[src/hdl/dhtg_pkg.sv]
// Shared types, sizes and constant tables for the decaying harmonic tone generator.
// Depends on nothing; imported by dhtg_ctrl, dhtg_dp and the top level.
package dhtg_pkg;

    // Sizes
    localparam int HARMONICS   = 5;
    localparam int SINE_DEPTH  = 256;
    localparam int SINE_AW     = $clog2(SINE_DEPTH);
    localparam int SINE_VW     = 15;
    localparam int IDX_W       = 21;
    localparam int PHASE_W     = 24;
    localparam int VOL_W       = 16;
    localparam int CFG_AW      = 2;
    localparam int CFG_DW      = 24;
    localparam int SAMPLE_W    = 16;
    localparam int IN_TDATA_W  = 8;
    localparam int OUT_TDATA_W = 16;

    // Harmonic counter and pipeline widths
    localparam int HN_W   = (HARMONICS > 2) ? $clog2(HARMONICS) : 1;
    localparam int CNT_W  = $clog2(HARMONICS + 2);
    localparam int TERM_W = SINE_VW + 16;            // |sin| * 2^16 / n
    localparam int ACC_W  = 35;                      // signed harmonic sum
    localparam int MAG_W  = ACC_W - 1;
    localparam int P1_W   = MAG_W + VOL_W;
    localparam int P2_W   = P1_W + 15;
    localparam int OUT_SH = 47;
    localparam int Q_W    = P2_W - OUT_SH;
    localparam logic [14:0] FULL_SCALE = 15'd32760;

    // Reciprocals ceil(2^35 / n) for n = 1..16, exact floor division of 31-bit values
    localparam int RECIP_SHIFT = 35;
    localparam int RECIP_W     = 36;
    localparam int MUL_W       = SINE_VW + RECIP_W;
    localparam int TERM_SH     = RECIP_SHIFT - 16;
    localparam logic [RECIP_W-1:0] RECIP [16] = '{
        36'd34359738368, 36'd17179869184, 36'd11453246123, 36'd8589934592,
        36'd6871947674,  36'd5726623062,  36'd4908534053,  36'd4294967296,
        36'd3817748708,  36'd3435973837,  36'd3123612579,  36'd2863311531,
        36'd2643056798,  36'd2454267027,  36'd2290649225,  36'd2147483648
    };

    // Configuration register indexes
    localparam logic [CFG_AW-1:0] CFG_PHASE_STEP   = 2'd0;
    localparam logic [CFG_AW-1:0] CFG_START_VOLUME = 2'd1;
    localparam logic [CFG_AW-1:0] CFG_DECAY_FACTOR = 2'd2;
    localparam logic [CFG_AW-1:0] CFG_SAMPLE_COUNT = 2'd3;

    localparam logic [PHASE_W-1:0] RST_PHASE_STEP   = 24'd41848;
    localparam logic [VOL_W-1:0]   RST_START_VOLUME = 16'd13107;
    localparam logic [VOL_W-1:0]   RST_DECAY_FACTOR = 16'd65531;
    localparam logic [IDX_W-1:0]   RST_SAMPLE_COUNT = 21'd11025;

    // Controller to datapath commands
    typedef struct packed {
        logic start;     // beat accepted: apply restart, clear accumulator
        logic lk_en;     // sine lookup for the next harmonic
        logic mul_en;    // scale lookup by 1/n
        logic acc_en;    // add weighted term into the sum
        logic scale1;    // |sum| * volume
        logic scale2;    // * full scale, advance phase/volume/index
        logic out_load;  // load the output register
    } t_dp_cmd;

    typedef struct packed {
        logic out_free;  // output register empty or being taken
    } t_dp_sts;

    // Quarter-wave sine table, entry k = round(32767 * sin((k + 0.5) * pi / (2 * depth)))
    typedef logic [SINE_VW-1:0] t_sine_rom [SINE_DEPTH];

    localparam logic [63:0] PI_Q30 = 64'd3373259426;

    function automatic t_sine_rom build_sine_rom();
        t_sine_rom   rom;
        logic [63:0] a;
        logic [63:0] a2;
        logic [63:0] term;
        logic [63:0] s;
        logic [63:0] v;
        for (int k = 0; k < SINE_DEPTH; k++) begin
            a    = (64'(2 * k + 1) * PI_Q30) / (4 * SINE_DEPTH);
            a2   = (a * a) >> 30;
            term = a;
            s    = a;
            // Taylor series, six terms after x
            for (int j = 1; j <= 6; j++) begin
                term = (term * a2) >> 30;
                case (j)
                    1: term = term / 6;
                    2: term = term / 20;
                    3: term = term / 42;
                    4: term = term / 72;
                    5: term = term / 110;
                    default: term = term / 156;
                endcase
                if ((j & 1) != 0) begin
                    s = s - term;
                end else begin
                    s = s + term;
                end
            end
            v = (s * 64'd32767 + (64'd1 << 29)) >> 30;
            if (v > 64'd32767) begin
                v = 64'd32767;
            end
            rom[k] = v[SINE_VW-1:0];
        end
        return rom;
    endfunction

    localparam t_sine_rom SINE_ROM = build_sine_rom();

endpackage

[src/hdl/decaying_harmonic_tone_generator_top.sv]
// Top level of the decaying harmonic tone generator: controller plus datapath.
// Depends on dhtg_pkg, dhtg_ctrl and dhtg_dp.
//
// Usage:
//   Each beat on the slave stream is one tick; tdata bit 0 is restart, which
//   returns phase, volume and sample index to their start values before the
//   sample is formed. Every tick yields one beat on the master stream: tdata
//   holds the signed 16-bit saturated sample, tlast marks the final sample of
//   the configured tone length.
//   Configuration: write enable, register index, data; index 0 phase step,
//   1 start volume, 2 decay factor, 3 sample count. Write only while idle.
// Timing:
//   One shared lookup/weight unit handles one harmonic per cycle behind a
//   three-stage pipeline, followed by scaling by volume and by full scale
//   and an output load. A new tick is accepted only after the previous
//   sample has been loaded into the output register.
//   The next tick is accepted while a finished sample still waits in the
//   output register; if the receiver stalls longer, the following sample
//   waits in the datapath and the slave side stays not ready.
// Reset: synchronous, active low; registers take their default values, the
//   tone state clears, the output stream goes empty.
module decaying_harmonic_tone_generator_top
    import dhtg_pkg::*;
(
    input  logic                   i_clk,
    input  logic                   i_rst_n,
    // slave stream
    input  logic                   i_s_axis_tvalid,
    output logic                   o_s_axis_tready,
    input  logic [IN_TDATA_W-1:0]  i_s_axis_tdata,   // [0] restart, [7:1] zero
    // master stream
    output logic                   o_m_axis_tvalid,
    input  logic                   i_m_axis_tready,
    output logic [OUT_TDATA_W-1:0] o_m_axis_tdata,   // [15:0] sample (signed)
    output logic                   o_m_axis_tlast,
    // configuration
    input  logic                   i_cfg_we,
    input  logic [CFG_AW-1:0]      i_cfg_addr,
    input  logic [CFG_DW-1:0]      i_cfg_wdata
);

    t_dp_cmd cmd;
    t_dp_sts sts;

    dhtg_ctrl u_ctrl (
        .i_clk     (i_clk),
        .i_rst_n   (i_rst_n),
        .i_s_valid (i_s_axis_tvalid),
        .o_s_ready (o_s_axis_tready),
        .o_cmd     (cmd),
        .i_sts     (sts)
    );

    dhtg_dp u_dp (
        .i_clk       (i_clk),
        .i_rst_n     (i_rst_n),
        .i_cfg_we    (i_cfg_we),
        .i_cfg_addr  (i_cfg_addr),
        .i_cfg_wdata (i_cfg_wdata),
        .i_restart   (i_s_axis_tdata[0]),
        .i_cmd       (cmd),
        .o_sts       (sts),
        .i_m_ready   (i_m_axis_tready),
        .o_m_valid   (o_m_axis_tvalid),
        .o_m_sample  (o_m_axis_tdata),
        .o_m_last    (o_m_axis_tlast)
    );

endmodule

[src/hdl/dhtg_ctrl.sv]
// Sequencer for the tone generator: input handshake and datapath command timing.
// Depends on dhtg_pkg (command/status structs, HARMONICS).
module dhtg_ctrl
    import dhtg_pkg::*;
(
    input  logic    i_clk,
    input  logic    i_rst_n,
    input  logic    i_s_valid,
    output logic    o_s_ready,
    output t_dp_cmd o_cmd,
    input  t_dp_sts i_sts
);

    typedef enum logic [4:0] {
        S_IDLE   = 5'b00001,
        S_HARM   = 5'b00010,
        S_SCALE1 = 5'b00100,
        S_SCALE2 = 5'b01000,
        S_OUT    = 5'b10000
    } t_state;

    t_state           r_state, n_state;
    logic [CNT_W-1:0] r_cnt, n_cnt;

    // Next state
    always_comb begin
        n_state = r_state;
        n_cnt   = r_cnt;
        case (r_state)
            S_IDLE: begin
                if (i_s_valid) begin
                    n_state = S_HARM;
                    n_cnt   = '0;
                end
            end
            S_HARM: begin
                n_cnt = r_cnt + CNT_W'(1);
                if (r_cnt == CNT_W'(HARMONICS + 1)) begin
                    n_state = S_SCALE1;
                end
            end
            S_SCALE1: n_state = S_SCALE2;
            S_SCALE2: n_state = S_OUT;
            S_OUT: begin
                if (i_sts.out_free) begin
                    n_state = S_IDLE;
                end
            end
            default: n_state = S_IDLE;
        endcase
    end

    always_ff @(posedge i_clk) begin
        if (!i_rst_n) begin
            r_state <= S_IDLE;
            r_cnt   <= '0;
        end else begin
            r_state <= n_state;
            r_cnt   <= n_cnt;
        end
    end

    // Commands: harmonic pipeline is lookup -> multiply -> accumulate
    assign o_s_ready     = (r_state == S_IDLE);
    assign o_cmd.start   = o_s_ready && i_s_valid;
    assign o_cmd.lk_en   = (r_state == S_HARM) && (r_cnt < CNT_W'(HARMONICS));
    assign o_cmd.mul_en  = (r_state == S_HARM) && (r_cnt >= CNT_W'(1))
                           && (r_cnt <= CNT_W'(HARMONICS));
    assign o_cmd.acc_en  = (r_state == S_HARM) && (r_cnt >= CNT_W'(2));
    assign o_cmd.scale1  = (r_state == S_SCALE1);
    assign o_cmd.scale2  = (r_state == S_SCALE2);
    assign o_cmd.out_load = (r_state == S_OUT) && i_sts.out_free;

`ifndef SYNTH
    a_load_free: assert property (@(posedge i_clk) disable iff (!i_rst_n)
        o_cmd.out_load |-> i_sts.out_free)
        else $error("output loaded while occupied");
    a_start_lookup: assert property (@(posedge i_clk) disable iff (!i_rst_n)
        o_cmd.start |=> o_cmd.lk_en && !o_s_ready)
        else $error("accepted beat did not start harmonic lookup");
    a_scale_seq: assert property (@(posedge i_clk) disable iff (!i_rst_n)
        o_cmd.scale1 |=> o_cmd.scale2)
        else $error("scale steps out of order");
    a_acc_before_scale: assert property (@(posedge i_clk) disable iff (!i_rst_n)
        o_cmd.scale1 |-> $past(o_cmd.acc_en) && !$past(o_cmd.lk_en))
        else $error("scaling before harmonic sum complete");
`endif

endmodule

[src/hdl/dhtg_dp.sv]
// Datapath: configuration registers, tone state, harmonic sum unit, scaling and output register.
// Depends on dhtg_pkg (sizes, sine table, reciprocals, command/status structs).
module dhtg_dp
    import dhtg_pkg::*;
(
    input  logic                i_clk,
    input  logic                i_rst_n,
    input  logic                i_cfg_we,
    input  logic [CFG_AW-1:0]   i_cfg_addr,
    input  logic [CFG_DW-1:0]   i_cfg_wdata,
    input  logic                i_restart,
    input  t_dp_cmd             i_cmd,
    output t_dp_sts             o_sts,
    input  logic                i_m_ready,
    output logic                o_m_valid,
    output logic [SAMPLE_W-1:0] o_m_sample,
    output logic                o_m_last
);

    // Configuration registers
    logic [PHASE_W-1:0] r_phase_step;
    logic [VOL_W-1:0]   r_start_vol;
    logic [VOL_W-1:0]   r_decay;
    logic [IDX_W-1:0]   r_sample_count;

    always_ff @(posedge i_clk) begin
        if (!i_rst_n) begin
            r_phase_step   <= RST_PHASE_STEP;
            r_start_vol    <= RST_START_VOLUME;
            r_decay        <= RST_DECAY_FACTOR;
            r_sample_count <= RST_SAMPLE_COUNT;
        end else if (i_cfg_we) begin
            case (i_cfg_addr)
                CFG_PHASE_STEP:   r_phase_step   <= i_cfg_wdata[PHASE_W-1:0];
                CFG_START_VOLUME: r_start_vol    <= i_cfg_wdata[VOL_W-1:0];
                CFG_DECAY_FACTOR: r_decay        <= i_cfg_wdata[VOL_W-1:0];
                CFG_SAMPLE_COUNT: r_sample_count <= i_cfg_wdata[IDX_W-1:0];
                default: ;
            endcase
        end
    end

    // Tone state
    logic [PHASE_W-1:0] r_phase;
    logic [VOL_W-1:0]   r_volume;
    logic [IDX_W-1:0]   r_index;
    logic [2*VOL_W-1:0] vol_prod;
    logic [IDX_W-1:0]   final_idx;
    logic               is_last;

    assign vol_prod  = (2*VOL_W)'(r_volume) * (2*VOL_W)'(r_decay);
    assign final_idx = r_sample_count - IDX_W'(1);
    assign is_last   = (r_index == final_idx);

    always_ff @(posedge i_clk) begin
        if (!i_rst_n) begin
            r_phase  <= '0;
            r_volume <= RST_START_VOLUME;
            r_index  <= '0;
        end else if (i_cmd.start && i_restart) begin
            r_phase  <= '0;
            r_volume <= r_start_vol;
            r_index  <= '0;
        end else if (i_cmd.scale2) begin
            r_phase  <= r_phase + r_phase_step;
            r_volume <= vol_prod[2*VOL_W-1:VOL_W];
            r_index  <= is_last ? '0 : r_index + IDX_W'(1);
        end
    end

    // Harmonic lookup stage: phase n*p from repeated add, quadrant mirror of table
    logic [PHASE_W-1:0] r_hphase;
    logic [HN_W-1:0]    r_hnum;
    logic [1:0]         quad;
    logic [SINE_AW-1:0] pos;
    logic [SINE_VW-1:0] r_lk_mag;
    logic               r_lk_neg;
    logic [HN_W-1:0]    r_lk_n;

    assign quad = r_hphase[PHASE_W-1 -: 2];
    assign pos  = quad[0] ? ~r_hphase[PHASE_W-3 -: SINE_AW] : r_hphase[PHASE_W-3 -: SINE_AW];

    always_ff @(posedge i_clk) begin
        if (i_cmd.start) begin
            r_hphase <= i_restart ? '0 : r_phase;
            r_hnum   <= '0;
        end else if (i_cmd.lk_en) begin
            r_hphase <= r_hphase + r_phase;
            r_hnum   <= r_hnum + HN_W'(1);
            r_lk_mag <= SINE_ROM[pos];
            r_lk_neg <= quad[1];
            r_lk_n   <= r_hnum;
        end
    end

    // Weight stage: floor(|sin| * 2^16 / n) by reciprocal multiply
    logic [MUL_W-1:0]  wprod;
    logic [TERM_W-1:0] r_term;
    logic              r_term_neg;

    assign wprod = MUL_W'(r_lk_mag) * MUL_W'(RECIP[4'(r_lk_n)]);

    always_ff @(posedge i_clk) begin
        if (i_cmd.mul_en) begin
            r_term     <= wprod[TERM_SH +: TERM_W];
            r_term_neg <= r_lk_neg;
        end
    end

    // Accumulate signed terms (truncation toward zero kept by sign-magnitude weighting)
    logic signed [ACC_W-1:0] r_acc;
    logic signed [ACC_W-1:0] term_s;

    assign term_s = ACC_W'(r_term);

    always_ff @(posedge i_clk) begin
        if (i_cmd.start) begin
            r_acc <= '0;
        end else if (i_cmd.acc_en) begin
            r_acc <= r_term_neg ? r_acc - term_s : r_acc + term_s;
        end
    end

    // Scaling: |sum| * volume, then * full scale
    logic [ACC_W-1:0] acc_abs;
    logic [P1_W-1:0]  r_p1;
    logic             r_neg1;
    logic [P2_W-1:0]  r_p2;
    logic             r_neg2;
    logic             r_last;

    assign acc_abs = r_acc[ACC_W-1] ? ACC_W'(-r_acc) : ACC_W'(r_acc);

    always_ff @(posedge i_clk) begin
        if (i_cmd.scale1) begin
            r_p1   <= P1_W'(acc_abs[MAG_W-1:0]) * P1_W'(r_volume);
            r_neg1 <= r_acc[ACC_W-1];
        end
        if (i_cmd.scale2) begin
            r_p2   <= P2_W'(r_p1) * P2_W'(FULL_SCALE);
            r_neg2 <= r_neg1;
            r_last <= is_last;
        end
    end

    // Shift, restore sign, saturate
    logic [Q_W-1:0]      q;
    logic [SAMPLE_W-1:0] sat_sample;

    assign q = r_p2[OUT_SH +: Q_W];

    always_comb begin
        if (r_neg2) begin
            if (q > Q_W'(32768)) begin
                sat_sample = 16'h8000;
            end else begin
                sat_sample = SAMPLE_W'(-q);
            end
        end else begin
            if (q > Q_W'(32767)) begin
                sat_sample = 16'h7FFF;
            end else begin
                sat_sample = q[SAMPLE_W-1:0];
            end
        end
    end

    // Output register
    logic                r_out_vld;
    logic [SAMPLE_W-1:0] r_out_sample;
    logic                r_out_last;

    always_ff @(posedge i_clk) begin
        if (!i_rst_n) begin
            r_out_vld <= 1'b0;
        end else if (i_cmd.out_load) begin
            r_out_vld <= 1'b1;
        end else if (i_m_ready) begin
            r_out_vld <= 1'b0;
        end
    end

    always_ff @(posedge i_clk) begin
        if (i_cmd.out_load) begin
            r_out_sample <= sat_sample;
            r_out_last   <= r_last;
        end
    end

    assign o_sts.out_free = !r_out_vld || i_m_ready;
    assign o_m_valid      = r_out_vld;
    assign o_m_sample     = r_out_sample;
    assign o_m_last       = r_out_last;

endmodule
[config.mk]
export PLATFORM = sky130hd
export DESIGN_NAME = decaying_harmonic_tone_generator_top
export DESIGN_NICKNAME = d
export VERILOG_FILES = /design/src/hdl/dhtg_pkg.sv /design/src/hdl/decaying_harmonic_tone_generator_top.sv /design/src/hdl/dhtg_ctrl.sv /design/src/hdl/dhtg_dp.sv
export SDC_FILE = /design/constraint.sdc
export NUM_CORES = 2
export LEC_CHECK = 0
export BUFFER_PORTS_ARGS = -buffer_cell sky130_fd_sc_hd__buf_2
export CAP_MARGIN = 20
export CORE_ASPECT_RATIO = 0.9
export CORE_MARGIN = 3
export CORE_UTILIZATION = 40
export DETAILED_ROUTE_END_ITERATION = 10
export GPL_ROUTABILITY_DRIVEN = 0
export PLACE_DENSITY = 0.59
export SYNTH_ARGS = -nofsm -noshare
export SYNTH_HDL_FRONTEND = slang
export SYNTH_SLANG_ARGS = --single-unit
[constraint.sdc]
create_clock -name i_clk -period 13.29 [get_ports i_clk]
set_input_delay 1.329 -clock i_clk [delete_from_list [all_inputs] [get_ports i_clk]]
set_output_delay 1.329 -clock i_clk [all_outputs]
set_load 0.05 [all_outputs]
Word level (Yosys, flattened, before mapping)

Memories as Yosys holds them, arrays and structs flattened. A register that Yosys moved wholly into a read port is not among the register bits.
Index checks and enable logic that the tools add are counted.

Input bits: 39
ROM bits: 4416
Register bits: 377
Logic and storage cells: 109
Memories kept: 2
Output and inout bits: 19

Memory list:

| name             | depth | bits a word | read ports | clocked after Yosys merged registers in | write ports | line           | RTL |
|---|---|---|---|---|---|---|---|
| (name not given) | 256   | 15          | 1          | 1                                       | 0           | dhtg_dp.sv:90  | `r_lk_mag <= SINE_ROM[pos];` |
| (name not given) | 16    | 36          | 1          | 0                                       | 0           | dhtg_dp.sv:101 | `assign wprod = MUL_W'(r_lk_mag) * MUL_W'(RECIP[4'(r_lk_n)]);` |

Multipliers: 4
Add/subtract/negate cells: 10
Multiplexer cells: 22
$lt $le $gt $ge: 7
Bitwise gates (word level): 5
Eq/ne operators: 13
Reduce and logical (&&, ||, !) cells: 22

Operators with widths:

| kind                                                  | number |
|---|---|
| 2-to-1 mux 16 bit                                     | 5 |
| 2-to-1 mux 24 bit                                     | 3 |
| 2-to-1 mux 36 bit                                     | 2 |
| multiplier 50 x 12 -> 62 bit (second input constant)  | 1 |
| multiplier 15 x 36 -> 50 bit                          | 1 |
| multiplier 34 x 16 -> 50 bit                          | 1 |
| adder 24 bit                                          | 2 |
| adder 35 x 32 -> 35 bit                               | 1 |
| 2-to-1 mux 35 bit                                     | 1 |
| subtractor 35 x 32 -> 35 bit                          | 1 |
| 2-to-1 mux 34 bit                                     | 1 |
| negator 34 bit                                        | 1 |
| multiplier 16 x 16 -> 32 bit                          | 1 |
| one-hot mux 5 bit (5 select lines)                    | 1 |
| adder 21 x 1 -> 21 bit (second input constant)        | 1 |
| == test 21 bit                                        | 1 |
| 2-to-1 mux 21 bit                                     | 1 |
| subtractor 21 x 1 -> 21 bit (second input constant)   | 1 |
| > comparator 18 x 15 -> 1 bit (second input constant) | 1 |
| > comparator 18 x 16 -> 1 bit (second input constant) | 1 |
| negator 16 bit                                        | 1 |
| 2-to-1 mux 5 bit                                      | 3 |
| AND reduction 2 bit                                   | 6 |
| NOT 8 -> 9 bit                                        | 1 |
| other kinds (30)                                      | 44 |

Logic depth before layout (Yosys ltp)

Depth in word-level cells: 5
Mapped depth: 35
Gate-level depth less buffers: 32

Cells and area by module

Synthesis repeated with hierarchy kept, for this count alone.

Cell total of the unflattened synthesis: 7748
Area, all modules: 69138.8 um^2

Modules (own cells, without submodules):

| module    | area an instance (um^2) | times used | cells each | seq. area each (um^2) |
|---|---|---|---|---|
| dhtg_dp   | 68650.8                 | 1          | 7693       | 8438.1 |
| dhtg_ctrl | 488.0                   | 1          | 55         | 160.2 |

Worst setup path before layout

Ideal clock, no wire load.

Path kind: register -> register
Start point: register u_dp.r_acc[0]
End point: register u_dp.r_p1[46], data pin
Path buffers: 3
Path slack: 5243 ps
Required time: 13030 ps
Stages on the path, launching flop included: 33
Setup time: 260 ps
Period minus slack after synthesis: 8047 ps
Arrival time: 7787 ps
Cells stage by stage: dfxtp_1 > clkbuf_1 > inv_1 > ha_1 > nand2_1 > or2_1 > or3_4 > nand2b_4 > or4_4 > or2_4 > o21ai_2 > xnor2_1 > buf_6 > nand2_1 > fa_1 > fa_1 > inv_1 > fa_1 > fa_1 > fa_1 > inv_1 > fa_1 > inv_1 > ha_1 > clkbuf_1 > a21o_1 > nor3b_1 > nand2_1 > o21ai_1 > o211ai_1 > a31o_2 > a21oi_1 > xnor2_1

Cells in the longest elaborated chain, start to end: 3

Ends and longest elaborated chain:

| what                           | line           | RTL |
|---|---|---|
| from (decl)                    | dhtg_dp.sv:111 | `logic signed [ACC_W-1:0] r_acc;` |
| from (signal assigned)         | dhtg_dp.sv:120 | `r_acc <= r_term_neg ? r_acc - term_s : r_acc + term_s;` |
| negator 34 bit                 | dhtg_dp.sv:132 | `assign acc_abs = r_acc[ACC_W-1] ? ACC_W'(-r_acc) : ACC_W'(r_acc);` |
| 2-to-1 mux 34 bit *            | dhtg_dp.sv:132 |  |
| multiplier 34 x 16 -> 50 bit * | dhtg_dp.sv:136 | `r_p1 <= P1_W'(acc_abs[MAG_W-1:0]) * P1_W'(r_volume);` |
| to (signal assigned)           | dhtg_dp.sv:136 |  |
| to (decl)                      | dhtg_dp.sv:126 | `logic [P1_W-1:0] r_p1;` |

Every way passes the cells marked *; elsewhere a longest branch is shown, timed or not.
A chain may end at the register's enable or synchronous reset.

Worst setup path after layout

Start point: register u_dp.r_lk_n[1]
End point: register u_dp.r_term[25], data pin

Cells in the longest elaborated chain, start to end: 5

Ends and longest elaborated chain:

| what                                                 | line           | RTL |
|---|---|---|
| from (decl)                                          | dhtg_dp.sv:78  | `logic [HN_W-1:0] r_lk_n;` |
| from (signal assigned)                               | dhtg_dp.sv:92  | `r_lk_n <= r_hnum;` |
| NOT 3 -> 5 bit (not written as such)                 | dhtg_dp.sv:101 |  |
| memory read (16 x 36 bit)                            | n/a            |  |
| 2-to-1 mux 36 bit (not written as such) (2 in a row) | dhtg_dp.sv:101 |  |
| multiplier 15 x 36 -> 50 bit                         | dhtg_dp.sv:101 |  |
| net u_dp.wprod[44]                                   | dhtg_dp.sv:97  | `logic [MUL_W-1:0] wprod;` |
| to (signal assigned)                                 | dhtg_dp.sv:105 | `r_term <= wprod[TERM_SH +: TERM_W];` |
| to (decl)                                            | dhtg_dp.sv:98  | `logic [TERM_W-1:0] r_term;` |

The timed path passes the listed nets, and every way through them passes these cells. The select of a mux whose other input is x is not followed.

==> metrics.md <==
| Metric | Value |
|---|---|
| Run status | complete, no violations |
| HPWL Detailed | approximately 140 mm |
| Crit path DAT | ~9.8 ns |
| Core region area | around 170000 µm² |
| Die height | between 400 and 500 µm |
| Fin crit period | 9.377 ns |
| DRC | 0 |
| Post-Route Utilization | around 43% |
| DP Cell Count | slightly below 10000 |
| Fin cells | about 10000 |
| I/O pin cnt | a little under 60 |
| Synth area leaders | fa_1 37%, ha_1 9.5%, inv_1 8.2% |
| Gr ovfl total | 0 |
| Share of the synthesized area in the top cell type | between 30% and 40% |
| DRT met1 WL | around 83 mm |
| CP Data Required Time | between 10 and 15 ns |
| Vias in the first global route | about 55000 |
| CTS clk-pin slew, worst paths | 0.09 ns |
| Pre-antenna DRT Iters | 8 |
| Synth Cell Area | 69590 µm² |
| Crit-path leading delay family | adder cells |
| Maxcap violations | 0 |
| Worst-Margin Slew | ~1.1 ns |
| Setup Buffers After CTS | 0 |
| Max layer used | met4 |
| Peak supply drop | 0.4845 mV |
| Buffers and inverters on the worst path | 7 |
| Hold Path Class | reg2reg |
| Fmax | approximately 0.11 GHz |
| Slowest-stage cell, CP | fa_1 |
| Die area | roughly 180000 µm² |
| Mapped Avg Cell Area | between 8 and 9 µm² |
| Skew-Pair Late Insertion Delay | around 0.65 ns |
| Rel. slew slack | approximately 27% |
| Fin nets | around 9600 |
| Post-Route WL | 185.6 mm |
| Critical Path Start Type | flop |
| Met3 wire len | ~15 mm |
| Fin. max-slew vios | 0 |
| Clock Path Buffers | 3 |
| Tcrit/Tclk final | a little over two thirds |
| TritonCTS clock tree | built |
| Synth area leader | fa_1 |
| Seq/Total Area, Yosys | roughly 12% |
| Cell Pwr Density | roughly 160 nW/µm² |
| Rows | 144 |
| Port bufs | 50 |
| Syn. warnings | 0 |
| Internal | 0.005691 W |
| Num CTS Buffers | 42 |
| Fin. Hold Viols | 0 |
| Setup TNS | 0 ns |
| Number of synthesized flops with an enable pin | between 150 and 200 |
| CP dominant cell by count | fa_1 |
| DRT iter0 DRCs | between 4000 and 5000 |
| Most frequent cell after synthesis | inv_1 |
| Combinational Power Share | 78.1% |
| Largest net degree at the start of global routing | 86 |
| Crit-path max FO | 19 |
| Total Power | ~0.012 W |
| Die X | 445.7 µm |
| Initial Utilization | 40.44% |
| Final setup viols | 0 |
| Initial antenna violation count | 3 |
| Crit end category | flop |
| Post-synth top cells | 1517 x inv_1, 1285 x fa_1, 1046 x nand2_1 |
| Final ANT Viol Nets | 0 |
| Setup Skew | approximately 0.053 ns |
| Netlist cell types | a little over 90 |
| DR vias | about 54000 |
| Post-Syn Instances | just under 8000 |
| CTS sink cnt | about 350 |
| Synth Flop Type | dfxtp_1 |
| Vias per cell | 5.361 |
| NetSw | ~0.0062 W |
| Largest stage delay, worst path | 0.65 ns |
| # H-tree levels | 2 |
| Clock root cell | clkbuf_16 |
| Synth Register Bits | approximately 350 |
| CTS Hold Bufs | 0 |
| Synthesized Nets | roughly 9700 |
| WS Path Type | reg2reg |
| Total global-route track usage | 20.89% |
| Fraction of synthesis flops using an asynchronous set or reset pin | 0% |
| Area Growth Syn to Fin | 5.748% |
| Met2 wire len | about 83 mm |
| Sw frac | a little over half |
| Post-cts resize count | 0 |
| Clock power share | around a tenth |
| Avg WL per Cell | ~19 µm |
| Layout cells sized above 1 | approximately 3.7% |
| First-pass GRT wire length | just over 300 mm |
| Seq pwr share | 11.5% |
| Lkg Pwr | between 30 and 40 nW |
| RSZ-0062 raised after global routing | false |
## cell usage in the layout, fill, tap and decap left out, types with 78 or more instances in the layout
cell type	synthesis	final
inv_1	1517	1514
fa_1	1285	1285
nand2_1	1046	1045
ha_1	531	531
and2_1	378	377
a21oi_1	328	328
nor2_1	312	310
o21ai_0	271	268
xnor2_1	205	203
dfxtp_1	185	173
edfxtp_1	163	163
nand3_1	130	130
a21o_1	114	114
nor3_1	105	105
buf_4	0	95
xor2_1	83	78
## sequential cells by signal, indices dropped and copies added, names as in the netlist, 5 cells and up
name,cells
u_dp.r_acc,35
u_ctrl.r_state,5
u_dp.r_sample_count,21
u_dp.r_p2,18
u_dp.r_index,21
u_dp.r_term,31
u_dp.r_hphase,24
u_dp.r_decay,16
u_dp.r_volume,16
u_dp.r_p1,50
u_dp.r_phase_step,24
u_dp.r_start_vol,16
u_dp.r_lk_mag,15
u_dp.r_phase,24
u_dp.o_m_sample,16
## metrics by stage
step	hold WS, ns	instance area, µm²	setup WS [ns]
final	0.4185	73590	3.913
after floorplan	0.4003	69590	5.243
after detailed placement	0.4063	72120	4.001
after global placement	0.4093	72090	4.132
after global routing	0.4451	73590	3.476
after CTS	0.4209	73570	3.963
## worst paths after layout
| kind | startpoint | end | slack (ns) | depth (start not counted) |
|---|---|---|---|---|
| worst max-delay path | u_dp.r_lk_n[1] | u_dp.r_term[25] | 3.91 | 27 |
| worst min-delay path | u_dp.r_lk_neg | u_dp.r_term_neg | 0.42 | 0 |
| worst max register to register | u_dp.r_lk_n[1] | u_dp.r_term[25] | 3.91 | 27 |
| worst min register to register | u_dp.r_lk_neg | u_dp.r_term_neg | 0.42 | 0 |
## power groups by stage
stage | Clock, W | Sequential (W) | Combinational, W
2_1_floorplan | 0 | 0.00134 | 0.00683
3_3_place_gp | 0 | 0.00139 | 0.00894
3_5_place_dp | 0 | 0.00139 | 0.00912
4_1_cts | 0.00127 | 0.00136 | 0.00920
5_1_grt | 0.00131 | 0.00137 | 0.0105
6_report | 0.00123 | 0.00137 | 0.00926
## kinds of logic (layout without fill, tap and decap cells)
family	Yosys count	after routing	share of synthesized area, %
AND/OR/NAND/NOR	2271	2271	15.35
buffers and inverters	1892	1741	10.23
adder cells (fa/ha/maj)	1816	1816	46.51
AO/OA/AOI/OAI	1252	1252	11.66
flip-flops	348	348	12.36
XOR/XNOR	288	288	3.625
multiplexers	15	15	0.2571
other	0	2	0
## metal layers
| layer | up-vias | global-route usage [%] |
|---|---|---|
| met4 | 0 | 5.290 |
| met1 | 26690 | 29.97 |
| met3 | 328 | 4.007 |
| li1 | 24660 | - |
| met5 | - | 0 |
| met2 | 1905 | 32.43 |
## layout make-up
type,count,area [µm²]
Clock buffer,56,1162
Multi-Input combinational cell,5642,53980
Antenna cell,2,5.005
Timing Repair Buffer,147,1006
Fill cell,16900,98480
Inverter,1519,5702
Tap cell,2263,2831
Clock inverter,19,286.5
Sequential cell,348,8613
Note: power is estimated with default switching activity, not from simulation.
